--- src/design/pphex_pkg.sv ---
// Shared types, constants and helpers for the pixel pack hex encoder.
// Depends on nothing; every module of the block imports it.
`timescale 1ns / 1ps

package pphex_pkg;

    // Configuration register indexes
    localparam logic [1:0] CFG_DEPTH_MODE = 2'd0;
    localparam logic [1:0] CFG_LINE_WIDTH = 2'd1;

    // Reset values of the configuration registers
    localparam logic [1:0] DEPTH_MODE_RESET = 2'd3;
    localparam logic [7:0] LINE_WIDTH_RESET = 8'd50;

    // ASCII codes
    localparam logic [6:0] CHAR_NEWLINE = 7'd10;
    localparam logic [6:0] CHAR_ZERO    = 7'h30;
    localparam logic [6:0] CHAR_A_LESS10 = 7'h57;   // 'a' - 10

    // Number of entries in the nibble queue
    localparam int unsigned QUEUE_DEPTH = 2;

    typedef struct packed {
        logic [7:0] pixel;
        logic       row_end;
    } t_in_item;

    typedef struct packed {
        logic [6:0] out_char;
        logic       last_of_run;
    } t_out_item;

    // Configuration write as seen by the front and back parts
    typedef struct packed {
        logic       valid;
        logic [1:0] index;
        logic [7:0] data;
    } t_cfg_wr;

    // One queue entry: the nibbles produced by one item (one or two)
    typedef struct packed {
        logic       two;
        logic [3:0] nib0;
        logic [3:0] nib1;
    } t_nib_entry;

    // Lower-case ASCII hex digit of a nibble
    function automatic logic [6:0] hex_char(input logic [3:0] nib);
        logic [6:0] wide;
        begin
            wide = {3'b000, nib};
            hex_char = (nib < 4'd10) ? (CHAR_ZERO + wide) : (CHAR_A_LESS10 + wide);
        end
    endfunction

endpackage

--- src/design/pphex_front.sv ---
// Front part: accepts pixel items, reduces and packs their bits into nibbles,
// handles row-end padding. Depends on pphex_pkg.
`timescale 1ns / 1ps

module pphex_front (
    input  logic                  i_clk,
    input  logic                  i_rst_n,
    input  pphex_pkg::t_cfg_wr    i_cfg,
    input  logic                  i_accept,
    input  pphex_pkg::t_in_item   i_item,
    output logic                  o_enq,
    output pphex_pkg::t_nib_entry o_entry
);
    import pphex_pkg::*;

    logic [1:0] r_depth_mode;
    logic [3:0] r_nibble_acc;
    logic [1:0] r_bits_in_nibble;
    logic       r_odd_nibble;

    logic [1:0] n_depth_mode;
    logic [3:0] n_nibble_acc;
    logic [1:0] n_bits_in_nibble;
    logic       n_odd_nibble;

    logic [3:0] acc;
    logic [2:0] bits;
    logic       odd;
    logic [1:0] cnt;
    logic [3:0] nibs [2];
    logic [3:0] nbits;
    logic [3:0] pad;
    logic [3:0] acc_sh;

    // Pack the item's top bits one at a time, then close the row if marked
    always_comb begin
        acc   = r_nibble_acc;
        bits  = {1'b0, r_bits_in_nibble};
        odd   = r_odd_nibble;
        cnt   = 2'd0;
        nibs[0] = 4'd0;
        nibs[1] = 4'd0;
        nbits = 4'd1 << r_depth_mode;
        pad   = 4'd0;
        acc_sh = 4'd0;

        for (int i = 0; i < 8; i++) begin
            if (4'(i) < nbits) begin
                acc_sh = {acc[2:0], i_item.pixel[7 - i]};
                if (bits == 3'd3) begin
                    nibs[cnt[0]] = acc_sh;
                    cnt  = cnt + 2'd1;
                    odd  = ~odd;
                    acc  = 4'd0;
                    bits = 3'd0;
                end else begin
                    acc  = acc_sh;
                    bits = bits + 3'd1;
                end
            end
        end

        if (i_item.row_end) begin
            // partly filled nibble gets zero bits at the bottom
            if (bits != 3'd0) begin
                case (bits[1:0])
                    2'd1:    pad = {acc[0], 3'b000};
                    2'd2:    pad = {acc[1:0], 2'b00};
                    2'd3:    pad = {acc[2:0], 1'b0};
                    default: pad = 4'd0;
                endcase
                nibs[cnt[0]] = pad;
                cnt = cnt + 2'd1;
                odd = ~odd;
            end
            // odd nibble count: add a zero digit to finish the byte
            if (odd) begin
                nibs[cnt[0]] = 4'd0;
                cnt = cnt + 2'd1;
            end
            odd  = 1'b0;
            acc  = 4'd0;
            bits = 3'd0;
        end
    end

    assign o_enq        = i_accept && (cnt != 2'd0);
    assign o_entry.two  = cnt[1];
    assign o_entry.nib0 = nibs[0];
    assign o_entry.nib1 = nibs[1];

    // Next state: a depth write drops the partial row
    always_comb begin
        n_depth_mode     = r_depth_mode;
        n_nibble_acc     = r_nibble_acc;
        n_bits_in_nibble = r_bits_in_nibble;
        n_odd_nibble     = r_odd_nibble;
        if (i_cfg.valid && i_cfg.index == CFG_DEPTH_MODE) begin
            n_depth_mode     = i_cfg.data[1:0];
            n_nibble_acc     = 4'd0;
            n_bits_in_nibble = 2'd0;
            n_odd_nibble     = 1'b0;
        end else if (i_accept) begin
            n_nibble_acc     = acc;
            n_bits_in_nibble = bits[1:0];
            n_odd_nibble     = odd;
        end
    end

    always_ff @(posedge i_clk) begin
        if (!i_rst_n) begin
            r_depth_mode     <= DEPTH_MODE_RESET;
            r_nibble_acc     <= 4'd0;
            r_bits_in_nibble <= 2'd0;
            r_odd_nibble     <= 1'b0;
        end else begin
            r_depth_mode     <= n_depth_mode;
            r_nibble_acc     <= n_nibble_acc;
            r_bits_in_nibble <= n_bits_in_nibble;
            r_odd_nibble     <= n_odd_nibble;
        end
    end

endmodule

--- src/design/pphex_queue.sv ---
// Two-entry queue of nibble groups between front and back parts.
// Depends on pphex_pkg.
`timescale 1ns / 1ps

module pphex_queue (
    input  logic                  i_clk,
    input  logic                  i_rst_n,
    input  logic                  i_enq,
    input  pphex_pkg::t_nib_entry i_entry,
    input  logic                  i_deq,
    output logic                  o_full,
    output logic                  o_empty,
    output pphex_pkg::t_nib_entry o_head
);
    import pphex_pkg::*;

    localparam int unsigned PTR_W = $clog2(QUEUE_DEPTH);

    t_nib_entry       r_mem [QUEUE_DEPTH];
    logic [PTR_W-1:0] r_wptr;
    logic [PTR_W-1:0] r_rptr;
    logic [PTR_W:0]   r_count;

    assign o_full  = (r_count == (PTR_W+1)'(QUEUE_DEPTH));
    assign o_empty = (r_count == '0);
    assign o_head  = r_mem[r_rptr];

    // Entry storage
    always_ff @(posedge i_clk) begin
        if (i_enq) begin
            r_mem[r_wptr] <= i_entry;
        end
    end

    // Pointers and fill count
    always_ff @(posedge i_clk) begin
        if (!i_rst_n) begin
            r_wptr  <= '0;
            r_rptr  <= '0;
            r_count <= '0;
        end else begin
            if (i_enq) begin
                r_wptr <= (r_wptr == PTR_W'(QUEUE_DEPTH - 1)) ? '0 : r_wptr + 1'b1;
            end
            if (i_deq) begin
                r_rptr <= (r_rptr == PTR_W'(QUEUE_DEPTH - 1)) ? '0 : r_rptr + 1'b1;
            end
            case ({i_enq, i_deq})
                2'b10:   r_count <= r_count + 1'b1;
                2'b01:   r_count <= r_count - 1'b1;
                default: r_count <= r_count;
            endcase
        end
    end

endmodule

--- src/design/pphex_back.sv ---
// Back part: turns queued nibbles into hex characters, inserts newlines by
// column count, and holds the output register. Depends on pphex_pkg.
`timescale 1ns / 1ps

module pphex_back (
    input  logic                  i_clk,
    input  logic                  i_rst_n,
    input  pphex_pkg::t_cfg_wr    i_cfg,
    input  logic                  i_q_empty,
    input  pphex_pkg::t_nib_entry i_q_head,
    output logic                  o_deq,
    input  logic                  i_pop,
    output logic                  o_empty,
    output pphex_pkg::t_out_item  o_item
);
    import pphex_pkg::*;

    typedef enum logic [1:0] {
        PH_NIB0,
        PH_NL0,
        PH_NIB1,
        PH_NL1
    } t_phase;

    t_phase     r_phase;
    t_phase     n_phase;
    logic [7:0] r_line_width;
    logic [7:0] r_column;
    logic [7:0] n_column;
    logic       r_out_valid;
    t_out_item  r_out;
    t_out_item  n_out;

    logic       load;
    logic       last_nib;
    logic       is_nl;
    logic [3:0] cur_nib;
    logic [7:0] col_inc;
    logic       need_nl;

    assign load     = !i_q_empty && (!r_out_valid || i_pop);
    assign last_nib = (r_phase == PH_NIB1) || (r_phase == PH_NL1) || !i_q_head.two;
    assign is_nl    = (r_phase == PH_NL0) || (r_phase == PH_NL1);
    assign cur_nib  = (r_phase == PH_NIB1) ? i_q_head.nib1 : i_q_head.nib0;
    assign col_inc  = r_column + 8'd1;
    assign need_nl  = (col_inc >= r_line_width);

    // Next character, column and phase
    always_comb begin
        n_phase  = r_phase;
        n_column = r_column;
        n_out    = r_out;
        o_deq    = 1'b0;
        if (load) begin
            if (is_nl) begin
                n_out.out_char    = CHAR_NEWLINE;
                n_out.last_of_run = last_nib;
                o_deq             = last_nib;
                n_phase           = last_nib ? PH_NIB0 : PH_NIB1;
            end else begin
                n_out.out_char    = hex_char(cur_nib);
                n_out.last_of_run = last_nib && !need_nl;
                n_column          = need_nl ? 8'd0 : col_inc;
                o_deq             = last_nib && !need_nl;
                if (need_nl) begin
                    n_phase = (r_phase == PH_NIB1) ? PH_NL1 : PH_NL0;
                end else begin
                    n_phase = last_nib ? PH_NIB0 : PH_NIB1;
                end
            end
        end
    end

    // State and output register
    always_ff @(posedge i_clk) begin
        if (!i_rst_n) begin
            r_phase      <= PH_NIB0;
            r_column     <= 8'd0;
            r_line_width <= LINE_WIDTH_RESET;
            r_out_valid  <= 1'b0;
        end else begin
            r_phase  <= n_phase;
            r_column <= n_column;
            if (i_cfg.valid && i_cfg.index == CFG_LINE_WIDTH) begin
                r_line_width <= i_cfg.data;
            end
            if (load) begin
                r_out_valid <= 1'b1;
            end else if (i_pop) begin
                r_out_valid <= 1'b0;
            end
        end
        r_out <= n_out;
    end

    assign o_empty = !r_out_valid;
    assign o_item  = r_out;

endmodule

--- src/design/pixel_pack_hex_encoder.sv ---
// Top level of the pixel pack hex encoder: front packer, nibble queue and
// character back end. Depends on pphex_pkg, pphex_front, pphex_queue, pphex_back.
`timescale 1ns / 1ps

// Usage:
//   Input queue side: drive i_in_item and raise push; the item is taken at a
//   clock edge where push is high and full is low. Each item carries an
//   8-bit pixel and a row_end mark.
//   Output queue side: while empty is low, o_out_item holds the oldest
//   character (hex digit or newline) with last_of_run set on the final
//   character of an item; raise pop to take it.
//   Config: i_cfg_valid with i_cfg_index/i_cfg_data; o_cfg_ready is always
//   high. Index 0 sets depth_mode (clears any partly packed row), index 1
//   sets line_width. Write only while the block is idle.
// Timing: a taken item's nibbles are written into the nibble queue as it is taken,
//   and the back end then loads its first character into the output register
//   once that register is free. The back end sends one character per cycle while
//   pop is high and the queue holds nibbles; an item yields up to 4 characters
//   (two digits and two newlines at 8 bits per pixel), about 2 on average at 8
//   bits per pixel. A two-entry nibble queue lets the input side keep taking items.
// Reset: synchronous, active low; queues empty, depth_mode 3, line_width 50.
// Stall: with pop low the output register holds; the queue then fills and
//   full rises, holding off every item until pops let the back end free an entry.
module pixel_pack_hex_encoder (
    input  logic                 i_clk,
    input  logic                 i_rst_n,
    input  logic                 push,
    output logic                 full,
    input  pphex_pkg::t_in_item  i_in_item,
    output logic                 empty,
    input  logic                 pop,
    output pphex_pkg::t_out_item o_out_item,
    input  logic                 i_cfg_valid,
    output logic                 o_cfg_ready,
    input  logic [1:0]           i_cfg_index,
    input  logic [7:0]           i_cfg_data
);
    import pphex_pkg::*;

    t_cfg_wr    cfg;
    logic       accept;
    logic       enq;
    logic       deq;
    logic       q_empty;
    t_nib_entry entry;
    t_nib_entry head;

    assign o_cfg_ready = 1'b1;
    assign cfg.valid   = i_cfg_valid;
    assign cfg.index   = i_cfg_index;
    assign cfg.data    = i_cfg_data;
    assign accept      = push && !full;

    pphex_front u_front (
        .i_clk   (i_clk),
        .i_rst_n (i_rst_n),
        .i_cfg   (cfg),
        .i_accept(accept),
        .i_item  (i_in_item),
        .o_enq   (enq),
        .o_entry (entry)
    );

    pphex_queue u_queue (
        .i_clk  (i_clk),
        .i_rst_n(i_rst_n),
        .i_enq  (enq),
        .i_entry(entry),
        .i_deq  (deq),
        .o_full (full),
        .o_empty(q_empty),
        .o_head (head)
    );

    pphex_back u_back (
        .i_clk    (i_clk),
        .i_rst_n  (i_rst_n),
        .i_cfg    (cfg),
        .i_q_empty(q_empty),
        .i_q_head (head),
        .o_deq    (deq),
        .i_pop    (pop),
        .o_empty  (empty),
        .o_item   (o_out_item)
    );

endmodule

--- config.mk ---
export PLATFORM = sky130hd
export DESIGN_NAME = pixel_pack_hex_encoder
export DESIGN_NICKNAME = d
export VERILOG_FILES = /design/src/design/pphex_pkg.sv /design/src/design/pphex_front.sv /design/src/design/pphex_queue.sv /design/src/design/pphex_back.sv /design/src/design/pixel_pack_hex_encoder.sv
export SDC_FILE = /design/constraint.sdc
export NUM_CORES = 1
export LEC_CHECK = 0
export ABC_AREA = 1
export BUFFER_PORTS_ARGS = -buffer_cell sky130_fd_sc_hd__buf_2
export CAP_MARGIN = 20
export CORE_UTILIZATION = 57
export CTS_BUF_LIST = sky130_fd_sc_hd__clkbuf_8
export CTS_CLUSTER_DIAMETER = 80
export DETAILED_ROUTE_END_ITERATION = 7
export PLACE_DENSITY = 0.85
export SYNTH_ARGS = -nofsm -noshare
export SYNTH_HDL_FRONTEND = slang
export SYNTH_SLANG_ARGS = --single-unit
--- constraint.sdc ---
create_clock -name i_clk -period 8 [get_ports i_clk]
set_input_delay 0.8 -clock i_clk [delete_from_list [all_inputs] [get_ports i_clk]]
set_output_delay 0.8 -clock i_clk [all_outputs]
set_load 0.01 [all_outputs]
# ---- Word level (Yosys, flattened, before mapping)
# Memory sizes are Yosys's and may differ from the RTL's. A register that Yosys moved wholly into a read port is not among the register bits.
# Index checks and enable logic that the tools add are counted.
dict set report totals {
  register_bits 39
  latchBits 0
  ram_bits 18
  romBits 0
  memories 1
}
# name words word_bits rd rd_clocked_by_memory_dff wr line_no
set mem_list {}
lappend mem_list {u_queue.r_mem 2 9 1 1 1 pphex_queue.sv:19} ;# t_nib_entry r_mem [QUEUE_DEPTH];
dict set report classes {
  n_addsub 24
  multipliers 0
  div_mod_pow 0
  n_lt_le_gt_ge 28
  n_eq_ne 18
  shifts 1
  muxes 141
  n_bitwise 22
  n_reduce_logical 32
}
# cell n
set ops {}
lappend ops {{8-bit 2-to-1 mux} 19}
lappend ops {{3-bit 2-to-1 mux} 33}
lappend ops {{8-bit bitwise mux} 8}
lappend ops {{4-bit 2-to-1 mux} 14}
lappend ops {{2-bit 2-to-1 mux} 24}
lappend ops {{4-bit demux with 1-bit select} 9}
lappend ops {{1-bit 2-to-1 mux} 31}
lappend ops {{3-bit by 1-bit adder with 3-bit output, second input constant} 7}
lappend ops {{3-bit by 2-bit equality test with 1-bit output, second input constant} 7}
lappend ops {{2-bit by 1-bit adder with 2-bit output, second input constant} 10}
lappend ops {{2-bit >= comparator, second input constant} 9}
lappend ops {{2-bit by 1-bit < comparator with 1-bit output, second input constant} 9}
lappend ops {{1-bit NOT with 2-bit output} 9}
lappend ops {{3-bit by 4-bit < comparator with 1-bit output, first input constant} 4}
lappend ops {{1-bit logical AND} 15}
lappend ops {{2-bit equality test, second input constant} 7}
lappend ops {{4-bit one-hot mux with 3 select lines} 1}
lappend ops {{1-bit NOT} 11}
lappend ops {{8-bit by 1-bit adder with 8-bit output, second input constant} 1}
lappend ops {{8-bit bitwise AND} 1}
lappend ops {{2-bit by 1-bit equality test with 1-bit output, second input constant} 4}
lappend ops {{8-bit >= comparator} 1}
lappend ops {{1-bit by 4-bit < comparator with 1-bit output, first input constant} 2}
lappend ops {{2-bit by 4-bit < comparator with 1-bit output, first input constant} 2}
lappend ops {{17 further kinds} 28}

# ---- Depth between registers and ports, before layout
dict set report logic_depth {
  ltp_word 36
  mapped_depth 44
}

# ---- By module
# A second synthesis with hierarchy kept.
dict set report unflattened {
  cells_unflattened 702
  hier_area_um2 4678.2
}
# mod n_inst cells_each area_each_um2 seq_area_each_um2
set by_module_without_submodules {}
lappend by_module_without_submodules {pphex_front 1 455 2308.5 160.2}
lappend by_module_without_submodules {pphex_back 1 180 1435.1 620.6}
lappend by_module_without_submodules {pphex_queue 1 63 913.4 640.6}
lappend by_module_without_submodules {pixel_pack_hex_encoder 1 4 21.3 0.0}

# ---- Worst setup path before layout
# No wires, ideal clock.
dict set report synth_path {
  kind {reg-to-reg}
  startpoint {reg u_front.r_bits_in_nibble[0]}
  endpoint {mem u_queue.r_mem[0][0] (netlist name) (enable)}
  setup_time_ns 0.374
  arrival_ns 5.218
  required_ns 7.626
  path_slack_ns 2.408
  stages_incl_launch_ff 38
  path_buffers 1
  synth_period_minus_slack_ns 5.592
  path_cell_list {dfxtp_1 > ha_1 > buf_6 > nor2_2 > xnor2_1 > ha_1 > o21ai_0 > inv_1 > ha_1 > o21ai_1 > inv_1 > ha_1 > nor2_1 > nand2_1 > o21ai_0 > ha_1 > nor2_1 > nor2_1 > [... 2 more ...] > a31oi_1 > a21oi_1 > ha_1 > inv_1 > nor2_8 > inv_2 > nand2_1 > o21ai_2 > xnor2_2 > xor2_1 > inv_1 > nand3_2 > nand2_2 > inv_2 > nand2_2 > nand3_2 > nand2_1 > nor2_1}
}
dict set report synth_via {
  elab_chain_cells 34
  word_cells_on_any_way 92
  cone_classes {17 x add/sub; 8 x eq/ne; 56 x mux; 8 x bitwise; 3 x reduce/logical}
}
# element line_no
set synth_lines {}
lappend synth_lines {{start: declaration} pphex_front.sv:18} ;# logic [1:0] r_bits_in_nibble;
lappend synth_lines {{start signal: assignment} pphex_front.sv:119} ;# r_bits_in_nibble <= n_bits_in_nibble;
lappend synth_lines {{2-bit by 1-bit adder with 3-bit output / 2-bit equality test (equally long branches)} {pphex_front.sv:58, pphex_front.sv:50}}
lappend synth_lines {{3-bit 2-to-1 mux / 1-bit 2-to-1 mux (equally long branches)} pphex_front.sv:50} ;# if (bits == 3'd3) begin
lappend synth_lines {{3-bit 2-to-1 mux / 2-bit 2-to-1 mux (equally long branches)} pphex_front.sv:48} ;# if (4'(i) < nbits) begin
lappend synth_lines {{3-bit by 1-bit adder with 3-bit output, or another cell as far along} pphex_front.sv:58} ;# bits = bits + 3'd1;
lappend synth_lines {{3-bit 2-to-1 mux / 2-bit 2-to-1 mux (equally long branches)} pphex_front.sv:50}
lappend synth_lines {{3-bit 2-to-1 mux / 2-bit 2-to-1 mux (equally long branches)} pphex_front.sv:48}
lappend synth_lines {{3-bit by 1-bit adder with 3-bit output, or another cell as far along} pphex_front.sv:58}
lappend synth_lines {{3-bit 2-to-1 mux / 2-bit 2-to-1 mux (equally long branches)} pphex_front.sv:50}
lappend synth_lines {{[... 18 more ...]} --}
lappend synth_lines {{2-bit 2-to-1 mux} pphex_front.sv:63} ;# if (i_item.row_end) begin
lappend synth_lines {{2-bit by 1-bit adder with 2-bit output} pphex_front.sv:79} ;# cnt = cnt + 2'd1;
lappend synth_lines {{2-bit 2-to-1 mux} pphex_front.sv:77} ;# if (odd) begin
lappend synth_lines {{2-bit 2-to-1 mux *} pphex_front.sv:63}
lappend synth_lines {{2-bit nonzero test *} pphex_front.sv:87} ;# assign o_enq = i_accept && (cnt != 2'd0);
lappend synth_lines {{1-bit logical AND *} pphex_front.sv:87}
lappend synth_lines {{1-bit 2-to-1 mux *} pphex_queue.sv:30} ;# if (i_enq) begin
lappend synth_lines {{1-bit 2-to-1 mux (implied by the code) *} pphex_queue.sv:31} ;# r_mem[r_wptr] <= i_entry;
lappend synth_lines {{end: declaration} pphex_queue.sv:19}
# Mark *: on every way between the ends. The rest lies on a longest branch, timed or not. The select of a mux whose other input is x is not followed.

# ---- Worst setup path in the final report
dict set report layout_path {
  startpoint {reg u_front.r_depth_mode[1]}
  endpoint {mem u_queue.r_mem[0][4] (netlist name) (enable)}
}
dict set report layout_via {
  elab_chain_cells 34
  word_cells_on_any_way 96
  cone_classes {16 x add/sub; 8 x order compare; 7 x eq/ne; 1 x shift; 53 x mux; 8 x bitwise; 3 x reduce/logical}
}
# element line_no
set layout_lines {}
lappend layout_lines {{start: declaration} pphex_front.sv:16} ;# logic [1:0] r_depth_mode;
lappend layout_lines {{start signal: assignment} pphex_front.sv:117} ;# r_depth_mode <= n_depth_mode;
lappend layout_lines {{1-bit by 2-bit << shifter with 4-bit output *} pphex_front.sv:43} ;# nbits = 4'd1 << r_depth_mode;
lappend layout_lines {{1-bit by 4-bit < comparator with 1-bit output} pphex_front.sv:48}
lappend layout_lines {{3-bit 2-to-1 mux / 2-bit 2-to-1 mux (equally long branches)} pphex_front.sv:48}
lappend layout_lines {{3-bit by 1-bit adder with 3-bit output, or another cell as far along} pphex_front.sv:58}
lappend layout_lines {{3-bit 2-to-1 mux / 2-bit 2-to-1 mux (equally long branches)} pphex_front.sv:50}
lappend layout_lines {{3-bit 2-to-1 mux / 2-bit 2-to-1 mux (equally long branches)} pphex_front.sv:48}
lappend layout_lines {{3-bit by 1-bit adder with 3-bit output, or another cell as far along} pphex_front.sv:58}
lappend layout_lines {{3-bit 2-to-1 mux / 2-bit 2-to-1 mux (equally long branches)} pphex_front.sv:50}
lappend layout_lines {{[... 18 more ...]} --}
lappend layout_lines {{2-bit 2-to-1 mux} pphex_front.sv:63}
lappend layout_lines {{2-bit by 1-bit adder with 2-bit output} pphex_front.sv:79}
lappend layout_lines {{2-bit 2-to-1 mux} pphex_front.sv:77}
lappend layout_lines {{2-bit 2-to-1 mux *} pphex_front.sv:63}
lappend layout_lines {{2-bit nonzero test *} pphex_front.sv:87}
lappend layout_lines {{1-bit logical AND *} pphex_front.sv:87}
lappend layout_lines {{1-bit 2-to-1 mux *} pphex_queue.sv:30}
lappend layout_lines {{1-bit 2-to-1 mux (implied by the code) *} pphex_queue.sv:31}
# Marked as above.

==> metrics.md <==
| Metric | Value |
|---|---|
| Outcome | complete, no violations |
| Netlist cell types | 50 |
| DRT met1 WL | 4430 um |
| Most used DFF post-synth | dfxtp_1 |
| Area occupied by multi-input gates | 0.00258 mm2 |
| Worst setup SP type | flip-flop |
| Final Setup Violations | 0 |
| WL/cell | 13.8 um |
| Final min period | 6510 ps |
| CORE AREA | 0.00741 mm2 |
| Max Slew Vio Count | 0 |
| WP data required | 7960 ps |
| Via density | roughly 5.5 |
| Cell Area, Synth | 0.00445 mm2 |
| Endpoints failing hold | 0 |
| Clock transition at the registers of the reported paths | 60 ps |
| Drc violations | 0 |
| WS Path Type | flip-flop to flip-flop |
| Layout Cells excl Fill | roughly 770 |
| Max VDD drop | 0.000123 V |
| Fmax | 154 MHz |
| CTS Buffer Depth | 2 |
| Antenna cells | 0 |
| Combinational power share | 50.3% |
| Setup_tns | 0 ps |
| Top Metal Used | met4 |
| Top-level I/O count | 35 |
| First-pass iteration count of the detailed router | 5 |
| RSZ-0062 raised after global routing | no |
| CTS tree | done |
| Leakage | 0.00239 uW |
| Sequential-to-total area share from yosys stat | 31.9% |
| Slowest stage delay, CP | 680 ps |
| Commonest non-fill, non-tap cell in the layout | nand2_1 |
| First-pass GRT wire length | 17600 um |
| Post-CTS setup repair buffer count | 0 |
| FF/Latch Area | 0.00142 mm2 |
| All-layer global routing usage | 26.7% |
| Largest net degree at the start of global routing | 18 |
| Slowest stage cell, crit path | dfxtp_1 |
| GR Overflow Total | 0 |
| Synthesized Nets | 676 |
| Clock Skew | 10.5 ps |
| CP max FO | 16 |
| Slew HR | 38.2% |
| Crit path arrival time | 6470 ps |
| I/O Buffers | 33 |
| Final ANT Viol Nets | 0 |
| Site Rows | 31 |
| Post-CTS resize count | 0 |
| Chip height | 90.4 um |
| Average cell area after synthesis | 7.06 um2 |
| Dpl cells | 753 |
| Met2 wire length | 5420 um |
| CTS root buffer | clkbuf_8 |
| CTS Hold Bufs | 0 |
| Initial antenna violation count | 0 |
| Final WL | around 11000 um |
| Synth-to-Final Area Change | 10.0% |
| Synth Register Bits | 58 |
| Internal power | 869 uW |
| Total number of vias | 4235 |
| Warnings from Yosys | 0 |
| Num CTS Buffers | 9 |
| Post-synth EDFFs | 26 |
| CP Capture Type | flip-flop |
| WL met3 | 510 um |
| Routability cong. | 0.984 |
| Synth async-reset ratio | 0% |
| Flop pwr share | 31.7% |
| Vias in the first global route | around 3900 |
| Cells after Synth | 630 |
| Clock Power Share | 18.0% |
| Share of cells above drive strength 1 | 13.9% |
| Switching power share of the total | about 43% |
| Starting Density | approximately 60% |
| Max Cap Viol | 0 |
| Commonest non-fill, non-tap cells in the layout | nand2_1 (150), inv_1 (99), nor2_1 (63), o21ai_0 (42), a21oi_1 (40) |
| Worst-Skew Late Latency | 340 ps |
| Area of the die | 0.00816 mm2 |
| PD cells | 311 mW/mm2 |
| # fillers | roughly 650 |
| Fin crit share | 81.4% |
| Clk sink count | 58 |
| Dpl hpwl | 8470 um |
| H-tree levels | 3 |
| Drt first-iter violations | roughly 300 |
| Final hold slack | 448 ps |
| Fin nets | 711 |
| Sw power | 656 uW |
| Die width | 90.4 um |
| Worst Tran Pin Value | slightly above 900 ps |
| Hold Crit Class | flip-flop to flip-flop |
[path summary, 6_finish.rpt]
path | cells past startpoint | slack (ps) | from | endpoint
min | 1 | 450 | u_queue.r_count[1] | u_queue.r_count[1]
max | 38 | 1490 | u_front.r_depth_mode[1] | u_queue.r_mem[0][4]
min reg2reg | 1 | 450 | u_queue.r_count[1] | u_queue.r_count[1]
max reg2reg | 38 | 1490 | u_front.r_depth_mode[1] | u_queue.r_mem[0][4]
[power groups by stage]
| stage | Clock, uW | Combinational (uW) | Sequential [uW] |
|---|---|---|---|
| 4_1_cts | 276 | 760 | 483 |
| 5_1_grt | 290 | 858 | 491 |
| 3_3_place_gp | 0 | 725 | 485 |
| 3_5_place_dp | 0 | 751 | 487 |
| 2_1_floorplan | 0 | 576 | 488 |
| 6_report | 275 | 767 | 483 |
[stage by stage]
stage | power, uW | utilization, % | cell area [um2] | setup WS (ps)
floorplan | 1060 | - | 4450 | 2410
global placement | 1210 | 63.3 | 4690 | 1860
detailed placement | 1240 | 63.3 | 4690 | 1590
global route | 1640 | 66.1 | 4900 | 814
CTS | 1520 | 66.1 | 4900 | 1530
finish | 1530 | 66.1 | 4900 | 1490
[worst max-delay path, delay by kind of cell, from the launching register on]
family	cells	cell delay (ps)
buffers and inverters	9	960
AO/OA/AOI/OAI	6	690
AND/OR/NAND/NOR	15	2010
XOR/XNOR	2	440
flip-flops	1	680
adder cells (fa/ha/maj)	6	1380
[routing by layer]
layer | vias up | GRT usage [%]
met4 | 0 | 11.4
met2 | 154 | 47.6
li1 | 2140 | -
met3 | 24 | 4.46
met1 | 1917 | 31.5
met5 | - | 0
[Yosys cell counts, drive strengths merged (3+ instances only)]
library cell	count	share of area, %
nor3	3	0.34
nand3	40	6.5
clkbuf	4	0.34
edfxtp	26	18
o211ai	15	2.5
or2	3	0.42
buf	5	0.79
nand2	167	16
a21oi	40	4.5
o21ai	48	5.6
nor2	68	6.3
xnor2	7	1.7
o22ai	7	0.98
a22oi	4	0.67
a31oi	5	0.70
xor2	9	1.9
ha	22	6.2
nand4	3	0.42
dfxtp	32	14
inv	103	8.7
[area by class of cell]
class	count	area share [%]
clock inverter	4	0.869
multi-input combinational	459	52.8
inverter	104	8.02
clock buffer	12	3.37
sequential	58	29.0
timing repair buffer	33	3.37
tap	99	2.53
[registers in the layout, indices dropped and copies added, names as in the netlist, 3 cells and up, named ones only]
| signal | count |
|---|---|
| u_back.r_line_width | 8 |
| u_back.r_column | 8 |
| u_back.o_item | 8 |
| u_front.r_nibble_acc | 3 |
| u_queue.r_mem | 18 |
[cell families (layout without fill, tap and decap cells)]
group           Yosys count  count (layout)  synth area share [%]
other cells               1               1                0.0843
fa+ha+maj                22              22                  6.19
flops                    58              58                  31.9
compound gates          134             134                  17.7
buf+inv                 113             153                  9.95
xor+xnor                 16              16                  3.66
simple gates            286             286                  30.5
No activity file was read; power rests on OpenSTA's default activity.
